<file path="src/rtl/core/lir_pkg.sv">
// Shared types and constants of the linear interpolation resampler.
// Used by the channel interfaces, the multiply unit and the top level.
package lir_pkg;

    localparam int SAMPLE_BITS  = 16;
    localparam int CHAN_BITS    = 2;
    localparam int PHASE_BITS   = 19;
    localparam int OUTCNT_BITS  = 32;
    localparam int POS_BITS     = 48;
    localparam int FRAME_BITS   = 32;
    localparam int CFG_IDX_BITS = 2;
    localparam int CFG_DATA_BITS = 32;

    localparam int MAX_RESULTS = 20;
    localparam int RES_CNT_BITS = $clog2(MAX_RESULTS + 1);

    localparam int MAX_CHANNELS_DEF = 2;
    localparam int FRAC_BITS_DEF    = 16;
    localparam int COUNT_BITS_DEF   = 32;

    localparam logic [CHAN_BITS-1:0]   CHAN_RESET   = 2'd2;
    localparam logic [CHAN_BITS-1:0]   CHAN_STEREO  = 2'd2;
    localparam logic [PHASE_BITS-1:0]  PHASE_RESET  = 19'd65536;
    localparam logic [OUTCNT_BITS-1:0] OUTCNT_RESET = 32'd0;

    localparam logic [CFG_IDX_BITS-1:0] CFG_CHANNEL_COUNT = 2'd0;
    localparam logic [CFG_IDX_BITS-1:0] CFG_PHASE_STEP    = 2'd1;
    localparam logic [CFG_IDX_BITS-1:0] CFG_OUTPUT_COUNT  = 2'd2;

    typedef enum logic [2:0] {
        ST_IDLE,
        ST_EVAL,
        ST_CALC_L,
        ST_CALC_R,
        ST_FORM
    } lir_state_t;

endpackage

</file>
<file path="src/rtl/core/lir_if.sv">
// Valid/ready channel interfaces for input frames and resampled frames.
// Depends on lir_pkg for the sample width.
interface lir_in_if import lir_pkg::*; ();
    logic                          valid;
    logic                          ready;
    logic signed [SAMPLE_BITS-1:0] in_left;
    logic signed [SAMPLE_BITS-1:0] in_right;
    logic                          final_frame;

    modport source (output valid, output in_left, output in_right, output final_frame,
                    input ready);
    modport sink   (input valid, input in_left, input in_right, input final_frame,
                    output ready);
endinterface

interface lir_out_if import lir_pkg::*; ();
    logic                          valid;
    logic                          ready;
    logic signed [SAMPLE_BITS-1:0] out_left;
    logic signed [SAMPLE_BITS-1:0] out_right;
    logic                          run_end;
    logic                          stream_end;

    modport source (output valid, output out_left, output out_right, output run_end,
                    output stream_end, input ready);
    modport sink   (input valid, input out_left, input out_right, input run_end,
                     input stream_end, output ready);
endinterface

</file>
<file path="src/rtl/core/lir_mac.sv">
// Shared interpolation unit: one registered multiply of fraction by difference,
// then rounding toward zero and clamping. Depends on lir_pkg.
module lir_mac import lir_pkg::*; #(
    parameter int FRAC_BITS = FRAC_BITS_DEF
) (
    input  logic                          clk,
    input  logic                          load,
    input  logic        [FRAC_BITS-1:0]   frac,
    input  logic signed [SAMPLE_BITS-1:0] base,
    input  logic signed [SAMPLE_BITS-1:0] target,
    output logic signed [SAMPLE_BITS-1:0] sample
);

    localparam int DIFF_BITS = SAMPLE_BITS + 1;
    localparam int PROD_BITS = FRAC_BITS + DIFF_BITS + 1;
    localparam int SUM_BITS  = PROD_BITS + 1;
    localparam int Q_BITS    = SUM_BITS - FRAC_BITS;

    logic signed [PROD_BITS-1:0]   prod_reg;
    logic signed [SAMPLE_BITS-1:0] base_reg;
    logic signed [DIFF_BITS-1:0]   diff;
    logic signed [SUM_BITS-1:0]    sum;
    logic signed [Q_BITS-1:0]      quot;
    logic signed [Q_BITS-1:0]      quot_adj;

    localparam logic signed [Q_BITS-1:0] Q_MAX = Q_BITS'(2 ** (SAMPLE_BITS - 1) - 1);
    localparam logic signed [Q_BITS-1:0] Q_MIN = -Q_BITS'(2 ** (SAMPLE_BITS - 1));

    assign diff = DIFF_BITS'(target) - DIFF_BITS'(base);

    always_ff @(posedge clk)
    begin
        if (load)
        begin
            prod_reg <= PROD_BITS'($signed({1'b0, frac}) * diff);
            base_reg <= base;
        end
    end

    always_comb
    begin
        sum  = (SUM_BITS'(base_reg) <<< FRAC_BITS) + SUM_BITS'(prod_reg);
        quot = Q_BITS'(sum >>> FRAC_BITS);
        if (sum[SUM_BITS-1] && (|sum[FRAC_BITS-1:0]))
        begin
            quot_adj = quot + Q_BITS'(1);
        end
        else
        begin
            quot_adj = quot;
        end
        if (quot_adj > Q_MAX)
        begin
            sample = SAMPLE_BITS'(Q_MAX);
        end
        else if (quot_adj < Q_MIN)
        begin
            sample = SAMPLE_BITS'(Q_MIN);
        end
        else
        begin
            sample = SAMPLE_BITS'(quot_adj);
        end
    end

endmodule

</file>
<file path="src/rtl/core/linear_interp_resampler.sv">
// Linear interpolation resampler for mono or stereo 16-bit frames. Each result
// passes through the states EVAL, CALC_L, CALC_R and FORM, and EVAL waits while
// a result is pending and the output side stalls. While an input frame yields its
// results the block takes no new frame. The single multiply unit serves the left
// and then the right channel of every result. A finished result waits in an output
// register while the next one is computed. Depends on lir_pkg, lir_if and lir_mac.
module linear_interp_resampler import lir_pkg::*; #(
    parameter int MAX_CHANNELS = MAX_CHANNELS_DEF,
    parameter int FRAC_BITS    = FRAC_BITS_DEF,
    parameter int COUNT_BITS   = COUNT_BITS_DEF
) (
    input  logic                     clk,
    input  logic                     rst_n,
    input  logic                     cfg_we,
    input  logic [CFG_IDX_BITS-1:0]  cfg_index,
    input  logic [CFG_DATA_BITS-1:0] cfg_data,
    lir_in_if.sink                   in_ch,
    lir_out_if.source                out_ch
);

    lir_state_t state_reg;
    lir_state_t state_next;

    logic [CHAN_BITS-1:0]   chan_count_reg;
    logic [PHASE_BITS-1:0]  phase_step_reg;
    logic [OUTCNT_BITS-1:0] output_count_reg;

    logic signed [SAMPLE_BITS-1:0] cur_l_reg;
    logic signed [SAMPLE_BITS-1:0] cur_r_reg;
    logic                          fin_reg;
    logic signed [SAMPLE_BITS-1:0] prev_l_reg;
    logic signed [SAMPLE_BITS-1:0] prev_r_reg;
    logic                          have_prev_reg;
    logic [FRAME_BITS-1:0]         frame_reg;
    logic [POS_BITS-1:0]           pos_reg;
    logic [COUNT_BITS-1:0]         emitted_reg;
    logic [RES_CNT_BITS-1:0]       cnt_reg;
    logic                          interp_reg;

    logic                          pend_reg;
    logic signed [SAMPLE_BITS-1:0] pend_l_reg;
    logic signed [SAMPLE_BITS-1:0] pend_r_reg;
    logic                          pend_se_reg;

    logic                          out_valid_reg;
    logic signed [SAMPLE_BITS-1:0] out_l_reg;
    logic signed [SAMPLE_BITS-1:0] out_r_reg;
    logic                          out_run_reg;
    logic                          out_se_reg;

    logic [POS_BITS-1:0]           pos_shift;
    logic [FRAME_BITS-1:0]         pint;
    logic [COUNT_BITS-1:0]         limit;
    logic [COUNT_BITS-1:0]         emitted_inc;
    logic                          stereo;
    logic                          interp_now;
    logic                          emit_more;
    logic                          can_load;
    logic                          accept;
    logic                          load_out;
    logic                          finish;
    logic                          mac_load;
    logic signed [SAMPLE_BITS-1:0] mac_base;
    logic signed [SAMPLE_BITS-1:0] mac_target;
    logic signed [SAMPLE_BITS-1:0] mac_sample;

    assign pos_shift   = pos_reg >> FRAC_BITS;
    assign pint        = pos_shift[FRAME_BITS-1:0];
    assign limit       = COUNT_BITS'(output_count_reg);
    assign emitted_inc = emitted_reg + COUNT_BITS'(1);
    assign stereo      = (MAX_CHANNELS >= 2) && (chan_count_reg >= CHAN_STEREO);
    assign interp_now  = have_prev_reg && (pint < frame_reg);
    assign emit_more   = (cnt_reg < RES_CNT_BITS'(MAX_RESULTS)) && (emitted_reg != limit)
                         && (interp_now || fin_reg);
    assign can_load    = !out_valid_reg || out_ch.ready;

    assign in_ch.ready       = (state_reg == ST_IDLE);
    assign out_ch.valid      = out_valid_reg;
    assign out_ch.out_left   = out_l_reg;
    assign out_ch.out_right  = out_r_reg;
    assign out_ch.run_end    = out_run_reg;
    assign out_ch.stream_end = out_se_reg;

    assign mac_base   = (state_reg == ST_CALC_L) ? prev_l_reg : prev_r_reg;
    assign mac_target = (state_reg == ST_CALC_L) ? cur_l_reg : cur_r_reg;

    lir_mac #(
        .FRAC_BITS (FRAC_BITS)
    ) u_mac (
        .clk    (clk),
        .load   (mac_load),
        .frac   (pos_reg[FRAC_BITS-1:0]),
        .base   (mac_base),
        .target (mac_target),
        .sample (mac_sample)
    );

    always_comb
    begin
        state_next = state_reg;
        accept     = 1'b0;
        load_out   = 1'b0;
        finish     = 1'b0;
        mac_load   = 1'b0;
        case (state_reg)
            ST_IDLE:
            begin
                if (in_ch.valid)
                begin
                    accept     = 1'b1;
                    state_next = ST_EVAL;
                end
            end
            ST_EVAL:
            begin
                if (!pend_reg || can_load)
                begin
                    load_out = pend_reg;
                    if (emit_more)
                    begin
                        state_next = ST_CALC_L;
                    end
                    else
                    begin
                        finish     = 1'b1;
                        state_next = ST_IDLE;
                    end
                end
            end
            ST_CALC_L:
            begin
                mac_load   = 1'b1;
                state_next = ST_CALC_R;
            end
            ST_CALC_R:
            begin
                mac_load   = 1'b1;
                state_next = ST_FORM;
            end
            ST_FORM:
            begin
                state_next = ST_EVAL;
            end
            default:
            begin
                state_next = ST_IDLE;
            end
        endcase
    end

    always_ff @(posedge clk or negedge rst_n)
    begin
        if (!rst_n)
        begin
            state_reg        <= ST_IDLE;
            chan_count_reg   <= CHAN_RESET;
            phase_step_reg   <= PHASE_RESET;
            output_count_reg <= OUTCNT_RESET;
            prev_l_reg       <= '0;
            prev_r_reg       <= '0;
            have_prev_reg    <= 1'b0;
            frame_reg        <= '0;
            pos_reg          <= '0;
            emitted_reg      <= '0;
            cnt_reg          <= '0;
            interp_reg       <= 1'b0;
            pend_reg         <= 1'b0;
            pend_se_reg      <= 1'b0;
            out_valid_reg    <= 1'b0;
        end
        else
        begin
            state_reg <= state_next;

            if (cfg_we)
            begin
                case (cfg_index)
                    CFG_CHANNEL_COUNT: chan_count_reg   <= cfg_data[CHAN_BITS-1:0];
                    CFG_PHASE_STEP:    phase_step_reg   <= cfg_data[PHASE_BITS-1:0];
                    CFG_OUTPUT_COUNT:  output_count_reg <= cfg_data[OUTCNT_BITS-1:0];
                    default:
                    begin
                    end
                endcase
            end

            if (accept)
            begin
                cnt_reg <= '0;
            end

            if (state_reg == ST_EVAL)
            begin
                interp_reg <= interp_now;
            end

            if (load_out)
            begin
                pend_reg <= 1'b0;
            end
            else if (state_reg == ST_FORM)
            begin
                pend_reg    <= 1'b1;
                pend_se_reg <= (emitted_inc == limit);
                emitted_reg <= emitted_inc;
                pos_reg     <= pos_reg + POS_BITS'(phase_step_reg);
                cnt_reg     <= cnt_reg + RES_CNT_BITS'(1);
            end

            if (load_out)
            begin
                out_valid_reg <= 1'b1;
            end
            else if (out_ch.ready)
            begin
                out_valid_reg <= 1'b0;
            end

            if (finish)
            begin
                prev_l_reg <= cur_l_reg;
                prev_r_reg <= cur_r_reg;
                if (fin_reg)
                begin
                    have_prev_reg <= 1'b0;
                    frame_reg     <= '0;
                    pos_reg       <= '0;
                    emitted_reg   <= '0;
                end
                else
                begin
                    have_prev_reg <= 1'b1;
                    frame_reg     <= frame_reg + FRAME_BITS'(1);
                end
            end
        end
    end

    always_ff @(posedge clk)
    begin
        if (accept)
        begin
            cur_l_reg <= in_ch.in_left;
            cur_r_reg <= in_ch.in_right;
            fin_reg   <= in_ch.final_frame;
        end
        if (state_reg == ST_CALC_R)
        begin
            pend_l_reg <= interp_reg ? mac_sample : cur_l_reg;
        end
        if (state_reg == ST_FORM)
        begin
            if (!stereo)
            begin
                pend_r_reg <= '0;
            end
            else
            begin
                pend_r_reg <= interp_reg ? mac_sample : cur_r_reg;
            end
        end
        if (load_out)
        begin
            out_l_reg   <= pend_l_reg;
            out_r_reg   <= pend_r_reg;
            out_run_reg <= !emit_more;
            out_se_reg  <= pend_se_reg || (fin_reg && !emit_more);
        end
    end

`ifndef ASSERT_OFF
    a_ready_no_pending: assert property (@(posedge clk) disable iff (!rst_n)
        in_ch.ready |-> !pend_reg)
        else $error("Input ready while a result is still pending.");

    a_result_cap: assert property (@(posedge clk) disable iff (!rst_n)
        cnt_reg <= RES_CNT_BITS'(MAX_RESULTS))
        else $error("Result count for one frame exceeds the cap.");

    a_form_sets_pending: assert property (@(posedge clk) disable iff (!rst_n)
        state_reg == ST_FORM |=> pend_reg && state_reg == ST_EVAL)
        else $error("A formed result was not held for transfer.");

    a_load_needs_slot: assert property (@(posedge clk) disable iff (!rst_n)
        load_out |-> can_load)
        else $error("Output register overwritten before its transfer.");
`endif

endmodule
</file>
<file path="src/flat_wrapper.sv">
// flat-port wrapper written by rule: the top's interface ports become plain ports
module linear_interp_resampler_flat import lir_pkg::*;
#(
    parameter int MAX_CHANNELS = MAX_CHANNELS_DEF,
    parameter int FRAC_BITS    = FRAC_BITS_DEF,
    parameter int COUNT_BITS   = COUNT_BITS_DEF
)
  (clk, rst_n, cfg_we, cfg_index, cfg_data, in_ch_valid, in_ch_in_left, in_ch_in_right, in_ch_final_frame, in_ch_ready, out_ch_valid, out_ch_out_left, out_ch_out_right, out_ch_run_end, out_ch_stream_end, out_ch_ready);
  lir_in_if in_ch_i ();
  lir_out_if out_ch_i ();
  input  logic clk;
  input  logic rst_n;
  input  logic cfg_we;
  input  logic [CFG_IDX_BITS-1:0] cfg_index;
  input  logic [CFG_DATA_BITS-1:0] cfg_data;
  input wire logic [$bits(in_ch_i.valid)-1:0] in_ch_valid;
  input wire logic [$bits(in_ch_i.in_left)-1:0] in_ch_in_left;
  input wire logic [$bits(in_ch_i.in_right)-1:0] in_ch_in_right;
  input wire logic [$bits(in_ch_i.final_frame)-1:0] in_ch_final_frame;
  output wire logic [$bits(in_ch_i.ready)-1:0] in_ch_ready;
  output wire logic [$bits(out_ch_i.valid)-1:0] out_ch_valid;
  output wire logic [$bits(out_ch_i.out_left)-1:0] out_ch_out_left;
  output wire logic [$bits(out_ch_i.out_right)-1:0] out_ch_out_right;
  output wire logic [$bits(out_ch_i.run_end)-1:0] out_ch_run_end;
  output wire logic [$bits(out_ch_i.stream_end)-1:0] out_ch_stream_end;
  input wire logic [$bits(out_ch_i.ready)-1:0] out_ch_ready;
  assign in_ch_i.valid = in_ch_valid;
  assign in_ch_i.in_left = in_ch_in_left;
  assign in_ch_i.in_right = in_ch_in_right;
  assign in_ch_i.final_frame = in_ch_final_frame;
  assign in_ch_ready = in_ch_i.ready;
  assign out_ch_valid = out_ch_i.valid;
  assign out_ch_out_left = out_ch_i.out_left;
  assign out_ch_out_right = out_ch_i.out_right;
  assign out_ch_run_end = out_ch_i.run_end;
  assign out_ch_stream_end = out_ch_i.stream_end;
  assign out_ch_i.ready = out_ch_ready;
  linear_interp_resampler #(.MAX_CHANNELS(MAX_CHANNELS), .FRAC_BITS(FRAC_BITS), .COUNT_BITS(COUNT_BITS)) u_core (.clk(clk), .rst_n(rst_n), .cfg_we(cfg_we), .cfg_index(cfg_index), .cfg_data(cfg_data), .in_ch(in_ch_i), .out_ch(out_ch_i));
endmodule
</file>
<file path="config.mk">
export PLATFORM = sky130hd
export DESIGN_NAME = linear_interp_resampler_flat
export DESIGN_NICKNAME = d
export VERILOG_FILES = /design/src/rtl/core/lir_pkg.sv /design/src/rtl/core/lir_if.sv /design/src/rtl/core/lir_mac.sv /design/src/rtl/core/linear_interp_resampler.sv /design/src/flat_wrapper.sv
export SDC_FILE = /design/constraint.sdc
export NUM_CORES = 1
export LEC_CHECK = 0
export BUFFER_PORTS_ARGS = -buffer_cell sky130_fd_sc_hd__buf_2
export CORE_MARGIN = 3
export CORE_UTILIZATION = 55
export CTS_BUF_LIST = sky130_fd_sc_hd__clkbuf_16
export DETAILED_ROUTE_END_ITERATION = 8
export HOLD_SLACK_MARGIN = 0.1
export PLACE_DENSITY_LB_ADDON = 0.1
export SKIP_LAST_GASP = 1
export SLEW_MARGIN = 20
export SYNTH_ARGS = -nofsm -noshare
export SYNTH_HDL_FRONTEND = slang
export SYNTH_SLANG_ARGS = --single-unit
</file>
<file path="constraint.sdc">
create_clock -name clk -period 11.65 [get_ports clk]
set_input_delay 1.165 -clock clk [delete_from_list [all_inputs] [get_ports clk]]
set_output_delay 1.165 -clock clk [all_outputs]
set_load 0.02 [all_outputs]
</file>
* Word-level counts from Yosys, hierarchy flattened
Cells that the tools add are included. W data, S select, Z words.
Storage, ports and cells: bits in read-only memories 0, bits of input ports 72, bits in latches 0, output and inout port bits 36, RAM bits 0, register bits 359, logic and storage cells 109, memories kept 0
Operators by class: $mul 1, equal/unequal tests 10, div/mod/pow operators 0, mux-type cells 36, order comparisons 5, bitwise logic cells 1, $add $sub $neg 7, shifts and indexed selects 0, reduce and logical (&&, ||, !) cells 23
Operators with widths (count):
- $mux W48 | 4
- $mux W32 | 5
- $mux W16 | 6
- $add A32 B1 Y32 const B | 2
- $add A48 B19 Y48 | 1
- $add A32 B34 Y35 | 1
- $mul A17 B17 Y34 | 1
- $eq A32 B32 Y1 | 1
- $lt A32 B32 Y1 | 1
- $ne A32 B32 Y1 | 1
- $add A19 B2 Y19 const B | 1
- $gt A19 B16 Y1 const B | 1
- $lt A19 B16 Y1 const B | 1
- $mux W19 | 1
- $sub A16 B16 Y17 | 1
- $reduce_or A16 Y1 | 1
- $mux W5 | 3
- $pmux W3 S5 | 1
- $mux W1 | 13
- $reduce_and A2 Y1 | 5
- $eq A3 B2 Y1 const B | 2
- $mux W3 | 2
- $add A5 B1 Y5 const B | 1
- $logic_and A1 B1 Y1 | 5
- 16 further kinds | 22

* Depth between registers and ports, before layout
Gate-level depths: netlist of the first run.
depth in word-level cells 8, gate-level depth with buffers 43, depth with buffers taken out 40

* Modules after synthesis
Synthesis of the first run repeated with hierarchy kept, for this count alone.
Second synthesis, totals: cells, all modules 3050, area, all modules 29981.3 µm²
Modules (own cells, without submodules):
- linear_interp_resampler | times used 1, cells each 1536, area an instance 16408.2 µm², sequential area each 8205.4 µm²
- lir_mac | times used 1, cells each 1514, area an instance 13573.0 µm², sequential area each 1501.4 µm²

* Least setup slack after synthesis of the first run
No wires, ideal clock.
kind reg-to-reg, start point register u_core.state_reg[2], end point register u_core.u_mac.prod_reg[32], data pin, arrival time 11.631 ns, stages on the path, launching flop included 38, path slack -0.238 ns, period minus slack after synthesis 11.888 ns, setup time 0.258 ns, buffers on the path 3, required time 11.392 ns, cell sequence dfrtp_1 -> nor2b_1 -> nor2b_1 -> clkbuf_1 -> clkbuf_1 -> mux2i_1 -> ha_1 -> nor2b_1 -> o21ai_0 -> a21boi_1 -> o21ai_0 -> a21boi_1 -> o2111ai_1 -> nand3_1 -> o211ai_1 -> nand2_1 -> a211oi_1 -> clkbuf_1 -> [2 not listed] -> inv_1 -> fa_1 -> fa_1 -> fa_1 -> fa_1 -> inv_1 -> fa_1 -> inv_1 -> ha_1 -> and4_1 -> and3_1 -> and2_1 -> o2111a_1 -> o41ai_1 -> o21ai_1 -> a21o_1 -> a21oi_1 -> xnor2_1
Between the ends: longest elaborated chain between the ends 4, elaborated cells between the ends (all ways) 5, those cells by class add/sub (1); mul (1); eq/ne (1); mux (2)
Ends and longest elaborated chain:
- start, declared | RTL line linear_interp_resampler.sv:21 | lir_state_t state_reg;
- start signal, assigned | RTL line linear_interp_resampler.sv:173 | state_reg <= state_next;
- $eq A3 B2 Y1 * | RTL line linear_interp_resampler.sv:84, linear_interp_resampler.sv:85
- $mux W16, on equally long branches | RTL line linear_interp_resampler.sv:85, linear_interp_resampler.sv:84
- $sub A16 B16 Y17 * | RTL line lir_mac.sv:29 | assign diff = DIFF_BITS'(target) - DIFF_BITS'(base);
- $mul A17 B17 Y34 * | RTL line lir_mac.sv:35 | prod_reg <= PROD_BITS'($signed({1'b0, frac}) * diff);
- end signal, assigned | RTL line lir_mac.sv:35
- end, declared | RTL line lir_mac.sv:19 | logic signed [PROD_BITS-1:0] prod_reg;
Every way passes the cells marked *; elsewhere a longest branch is shown, timed or not. A chain may end at the register's enable or synchronous reset.

* Worst setup path in the final report of the first run
start point register u_core.state_reg[2], end point register u_core.u_mac.prod_reg[33], data pin
Same word-level chain as after synthesis.

==> flow_metrics.tcl, run 1 <==
set metrics [dict create \
    critPathSlowestCell "o21ai_1" \
    die-height_um 234 \
    track_usage 0.260 \
    critical-path-max-stage-delay_ps 880 \
    multi_input_area_um2 17200 \
    rsz0062_at_grt "no" \
    globalRouteMet3Util 0.0355 \
    cts_tree "built" \
    largest_reg_flops 48 \
    cts_num_sinks 358 \
    firstDrtPassIters 5 \
    tightest_slew_ps 1120 \
    rows 83 \
    synth.avg_cell_area_um2 10.0 \
    maxCapViolCount 0 \
    clkTransAtPathRegs_ps 60 \
    hold_path_class "reg2reg" \
    drtIter0Drc 1112 \
    synthTopCellsByCount "inv_1, nand2_1, ha_1" \
    synth_area_leaders "dfrtp_1, edfxtp_1, fa_1, ha_1, inv_1" \
    antenna_cells 0 \
    clk_latency_ps 570 \
    clock.fmax_mhz 93.8 \
    gp_congestion 0.934 \
    vias_per_cell 5.66 \
    cp_max_fo 16 \
    min_path_cells 0 \
    h-tree-depth 2 \
    clock_skew_ps 16.5 \
    cp.required_ps 11960 \
    io_buffer_count 107 \
    crit_type "reg2reg" \
    yosys.area.top_type "dfrtp_1" \
    dr_total_vias 20605 \
    drive_gt1_frac 0.124 \
    yosysUniqueCellTypes 99 \
    wl_per_cell_um 19.2 \
    clock_path_buffers 3 \
    syn_area_um2 28700 \
    postCtsSetupBuffers 0 \
    ant_nets 0 \
    synth_fa_ha_area_frac 0.242 \
    dp_hpwl_um 53300 \
    use_met1 0.333 \
    die_area_um2 54900 \
    ys_ff_latch 358 \
    hp-start "u_core.pend_l_reg[15]" \
    synth_top_area_frac 0.181 \
    hold_viol 0 \
    synth_edf_count 149 \
    initial_core_util 0.558 \
    syn_inst 2859 \
    area_delta_synth_final_pct 8.73 \
    ctsHoldBuffers 0 \
    yosys.cell_count.top_type "inv_1" \
    grt_pass1_wl_um 113000 \
    finalCritPeriodShare 0.915 \
    fp.dieW_um 234 \
    grt_overflow_total 0 \
    grt_use_met2 0.464 \
    rr_endpoint "u_core.u_mac.prod_reg[33]" \
    start_kind "flop" \
    async_reset_ff_frac 0.584 \
    seqCellArea_um2 9710 \
    cp-startpoint "u_core.state_reg[2]" \
    ios 108 \
    synthMuxAreaShare 0.0475 \
    coreArea_um2 51400 \
    grt_busiest_layer "met2" \
    grt_max_degree 87 \
    grt_pass1_vias 21240 \
    finalSetupViolations 0 \
    cts_resized 0 \
    final_nets 3427 \
    cts_buffers 41 \
    critPathMostFrequentCell "fa_1" \
    synthXorXnorAreaFrac 0.0592 \
    end_kind "flop" \
    seq_area_frac_synth 0.338 \
    cts_root_buf "clkbuf_16" \
    routed_wl_um 70000 \
    final_area_um2 31200 \
    ys_warn_count 0 \
    setup_tns_ps 0 \
    status "finished, final reports clean" \
    min_to "u_core.out_ch.out_left[15]" \
    synth_top_family_by_area "adder cells" \
    relSlewSlack 0.251 \
    r2r_start "u_core.state_reg[2]" \
    synth_compound_gate_area_share 0.0931 \
    synth.net_count 3359 \
    fillers 4367 \
    yosys.area_share.simple 0.155 \
    synth_flop_cell "dfrtp_1" \
    slew_viol_final 0 \
    r2r_slack_ps 990 \
    rr_worst_depth 35 \
    arrival_ps 10970 \
    drc_errors 0 \
    place_area_um2 29900 \
    timing.hold.ws_ps 416 \
    min_period_ps 10660 \
    antenna_found_initial 0 \
]
==> layout make-up <==
class                   instances  area share
clock inverters                35     0.00915
multi-input cells            2031       0.552
inverters                     359      0.0432
well taps                     680      0.0273
flip-flops and latches        358       0.311
clock buffers                  41      0.0329
repair buffers                136      0.0245
==> layout by cell type, fill, tap and decap left out, types with 102 or more instances in the layout <==
cell	instances
mux2_2	104
fa_1	212
xor2_1	102
buf_2	106
nand2_1	276
edfxtp_1	149
ha_1	216
inv_1	364
a21oi_1	149
dfrtp_1	207
nor2_1	174
==> through the flow <==
stage,std cells,worst slack [ps],utilization
after global placement,3564,1410,0.581
after global routing,3640,354,0.607
after CTS,3640,1010,0.606
final,3640,994,0.607
after detailed placement,3564,1060,0.581
after floorplan,2859,747,-
==> cells by family (layout without fill, tap and decap cells) <==
kind of cell,after synthesis,in the layout
buffers and inverters,470,571
AO/OA/AOI/OAI,415,415
adder cells (fa/ha/maj),428,428
XOR/XNOR,193,193
flip-flops,358,358
multiplexers,123,123
AND/OR/NAND/NOR,872,872
==> worst max path at each step <==
| stage | slack [ps] | to |
|---|---|---|
| final | 990 | u_core.u_mac.prod_reg[33] |
| after global routing | 350 | u_core.u_mac.prod_reg[33] |
| after CTS | 1010 | u_core.u_mac.prod_reg[32] |
| after detailed placement | 1060 | u_core.u_mac.prod_reg[32] |
| after global placement | 1410 | u_core.u_mac.prod_reg[33] |
| after floorplan | 750 | u_core.u_mac.prod_reg[32] |
==> per-layer routing <==
metal,part of all wire,vias to the layer above
li1,-,9718
met2,0.50,511
met4,0.025,0
met5,0,-
met1,0.42,10262
met3,0.047,114
==> critical path, delay by kind of cell (launching register included) <==
kind | cells | cell delay, ps
and+or+nand+nor | 7 | 1550
muxes | 1 | 420
xor gates and xnor gates | 1 | 120
adders and majority gates | 8 | 3780
buffers and inverters | 2 | 90
AOI/OAI and AO/OA | 16 | 3970
DFF | 1 | 450
Power of run 1 is not shown: default switching activity piles up to over one toggle a cycle in this logic, so the estimate is an artifact.
==> inputs of run 2 (changes only) <==
ABC_AREA = 1   (was not set)
PLACE_DENSITY = 0.74   (was not set)
PLACE_DENSITY_LB_ADDON = not set   (was 0.1)
==> run 2 against run 1 <==
Die area up 2.5%. Critical path depth up 10. First-iteration DRC count up 46%. Synthesized cell count up 24%. Flip-flop and latch count unchanged. Non-clock buffer count down 8. Clock-buffer cell count down 1. Setup slack better by 1200 ps. Final cell count up 19%. Synthesized area up 2.5%. Via count up 15%.
==> flow_metrics.tcl, run 2 <==
set metrics [dict create \
    status "finished, final reports clean" \
    vias_per_cell 5.43 \
    area_delta_synth_final_pct 8.62 \
    min_period_ps 9450 \
    tightest_slew_ps 994 \
    end_kind "flop" \
    track_usage 0.266 \
    syn_inst 3556 \
    seqCellArea_um2 9710 \
    firstDrtPassIters 6 \
    grt_pass1_vias 23255 \
    seq_area_frac_synth 0.330 \
    fillers 4657 \
    synth_top_family_by_area "adder cells" \
    yosys.cell_count.top_type "nand2_1" \
    die-height_um 237 \
    ios 108 \
    clk_latency_ps 560 \
    cts_tree "built" \
    cp.required_ps 11950 \
    ys_ff_latch 358 \
    cts_resized 0 \
    synth_edf_count 149 \
    relSlewSlack 0.337 \
    cts_num_sinks 358 \
    clkTransAtPathRegs_ps 60 \
    fp.dieW_um 237 \
    io_buffer_count 107 \
    drive_gt1_frac 0.0759 \
    multi_input_area_um2 16800 \
    yosysUniqueCellTypes 56 \
    grt_pass1_wl_um 120000 \
    synthTopCellsByCount "nand2_1, inv_1, nor2_1" \
    syn_area_um2 29400 \
    dp_hpwl_um 56900 \
    arrival_ps 9740 \
    rows 84 \
    layout_common_cells "nand2_1, inv_1, nor2_1" \
    antenna_cells 0 \
    routed_wl_um 73600 \
    critPathSlowestCell "nand2_2" \
    finalCritPeriodShare 0.811 \
    die_area_um2 56300 \
    synth_area_leaders "dfrtp_1, edfxtp_1, fa_1, nand2_1, ha_1" \
    synth.avg_cell_area_um2 8.27 \
    largest_reg_flops 48 \
    gp_congestion 0.942 \
    critical-path-max-stage-delay_ps 680 \
    synth_compound_gate_area_share 0.0859 \
    antenna_found_initial 0 \
    yosys.area_share.simple 0.195 \
    synthXorXnorAreaFrac 0.0474 \
    synth_flop_cell "dfrtp_1" \
    maxCapViolCount 0 \
    critPathMostFrequentCell "nand2_1" \
    clock_skew_ps 21.2 \
    crit_type "reg2reg" \
    setup_tns_ps 0 \
    initial_core_util 0.557 \
    slew_viol_final 0 \
    ant_nets 0 \
    postCtsSetupBuffers 0 \
    h-tree-depth 2 \
    place_inst 4275 \
    start_kind "flop" \
    clock_path_buffers 3 \
    cts_buffers 40 \
    finalSetupViolations 0 \
    ys_warn_count 0 \
    cp_max_fo 63 \
    synth_fa_ha_area_frac 0.236 \
    cts_root_buf "clkbuf_16" \
    drtIter0Drc 1620 \
    coreArea_um2 52800 \
    grt_max_degree 116 \
    hold_path_class "reg2reg" \
    yosys.area.top_type "dfrtp_1" \
    grt_overflow_total 0 \
    wl_per_cell_um 16.9 \
    final_nets 4130 \
    hold_viol 0 \
    drc_errors 0 \
    rsz0062_at_grt "no" \
    synth.net_count 4056 \
    synth_top_area_frac 0.176 \
    async_reset_ff_frac 0.584 \
    synthMuxAreaShare 0.00374 \
    finalNonFillerCells 4349 \
    dr_total_vias 23609 \
    final_common_cell "nand2_1" \
    clock.fmax_mhz 106 \
    ctsHoldBuffers 0 \
]
-- run 2: cell types whose count changed after synthesis, sizes merged, moves of 36 or more --
cell and delta:
nand2 +476, inv +333, nor2 +119, o21ai +98
mux2 -96, and2 -94, nand3 +48, a21o -42
nor3 +42, xnor2 -41, nor2b -36
-- run 2: final timing paths --
path	startpoint	endpoint	slack (ps)	cells after the start
min in group asynchronous	rst_n	u_core.prev_r_reg[2]	680	1
max in group asynchronous	rst_n	u_core.limit[4]	9140	3
worst min-delay path	u_core.pend_l_reg[9]	u_core.out_ch.out_left[9]	420	0
worst min register to register	u_core.pend_l_reg[9]	u_core.out_ch.out_left[9]	420	0
worst max register to register	u_core.state_reg[1]	u_core.u_mac.prod_reg[30]	2200	45
worst max-delay path	u_core.state_reg[1]	u_core.u_mac.prod_reg[30]	2200	45
-- run 2: cell type report --
class / count / area share
multi-input cells: 2407 / 0.525
flip-flops and latches: 358 / 0.304
inverters: 695 / 0.0817
clock buffers: 40 / 0.0313
well taps: 688 / 0.0269
repair buffers: 128 / 0.0224
clock inverters: 33 / 0.00901
-- run 2: kinds of logic after synthesis --
group                      count (synthesis)
buffers and inverters                    791
and+or+nand+nor                         1352
adders and majority gates                428
DFF                                      358
xor gates and xnor gates                 159
muxes                                     10
AOI/OAI and AO/OA                        458
-- run 2: worst max-delay path, delay by kind of cell, from the launching register on --
kind            cells  cell delay [ps]
compound gates     10             1690
flops               1              390
simple gates       15             1740
buf+inv            10             1010
mux                 1              280
fa+ha+maj           9             4010
-- run 2: metrics by stage --
stage          hold slack (ps)  cell area (µm²)  setup WS [ps]   util
6_report                   416            31900           2200  0.605
5_1_grt                    422            31900           1420  0.605
4_1_cts                    419            31900           2240  0.605
3_5_place_dp               405            30600           2280  0.581
3_3_place_gp               402            30600           2470  0.581
2_1_floorplan              400            29400            829      -
-- run 2: layer usage --
layer	part of all wire	wire length, µm	GRT usage
met1	0.42	31000	0.354
met2	0.46	34100	0.438
met3	0.077	5700	0.0523
met4	0.038	2770	0.0948
met5	0	0	0
Power of run 2 is left out for the same reason.
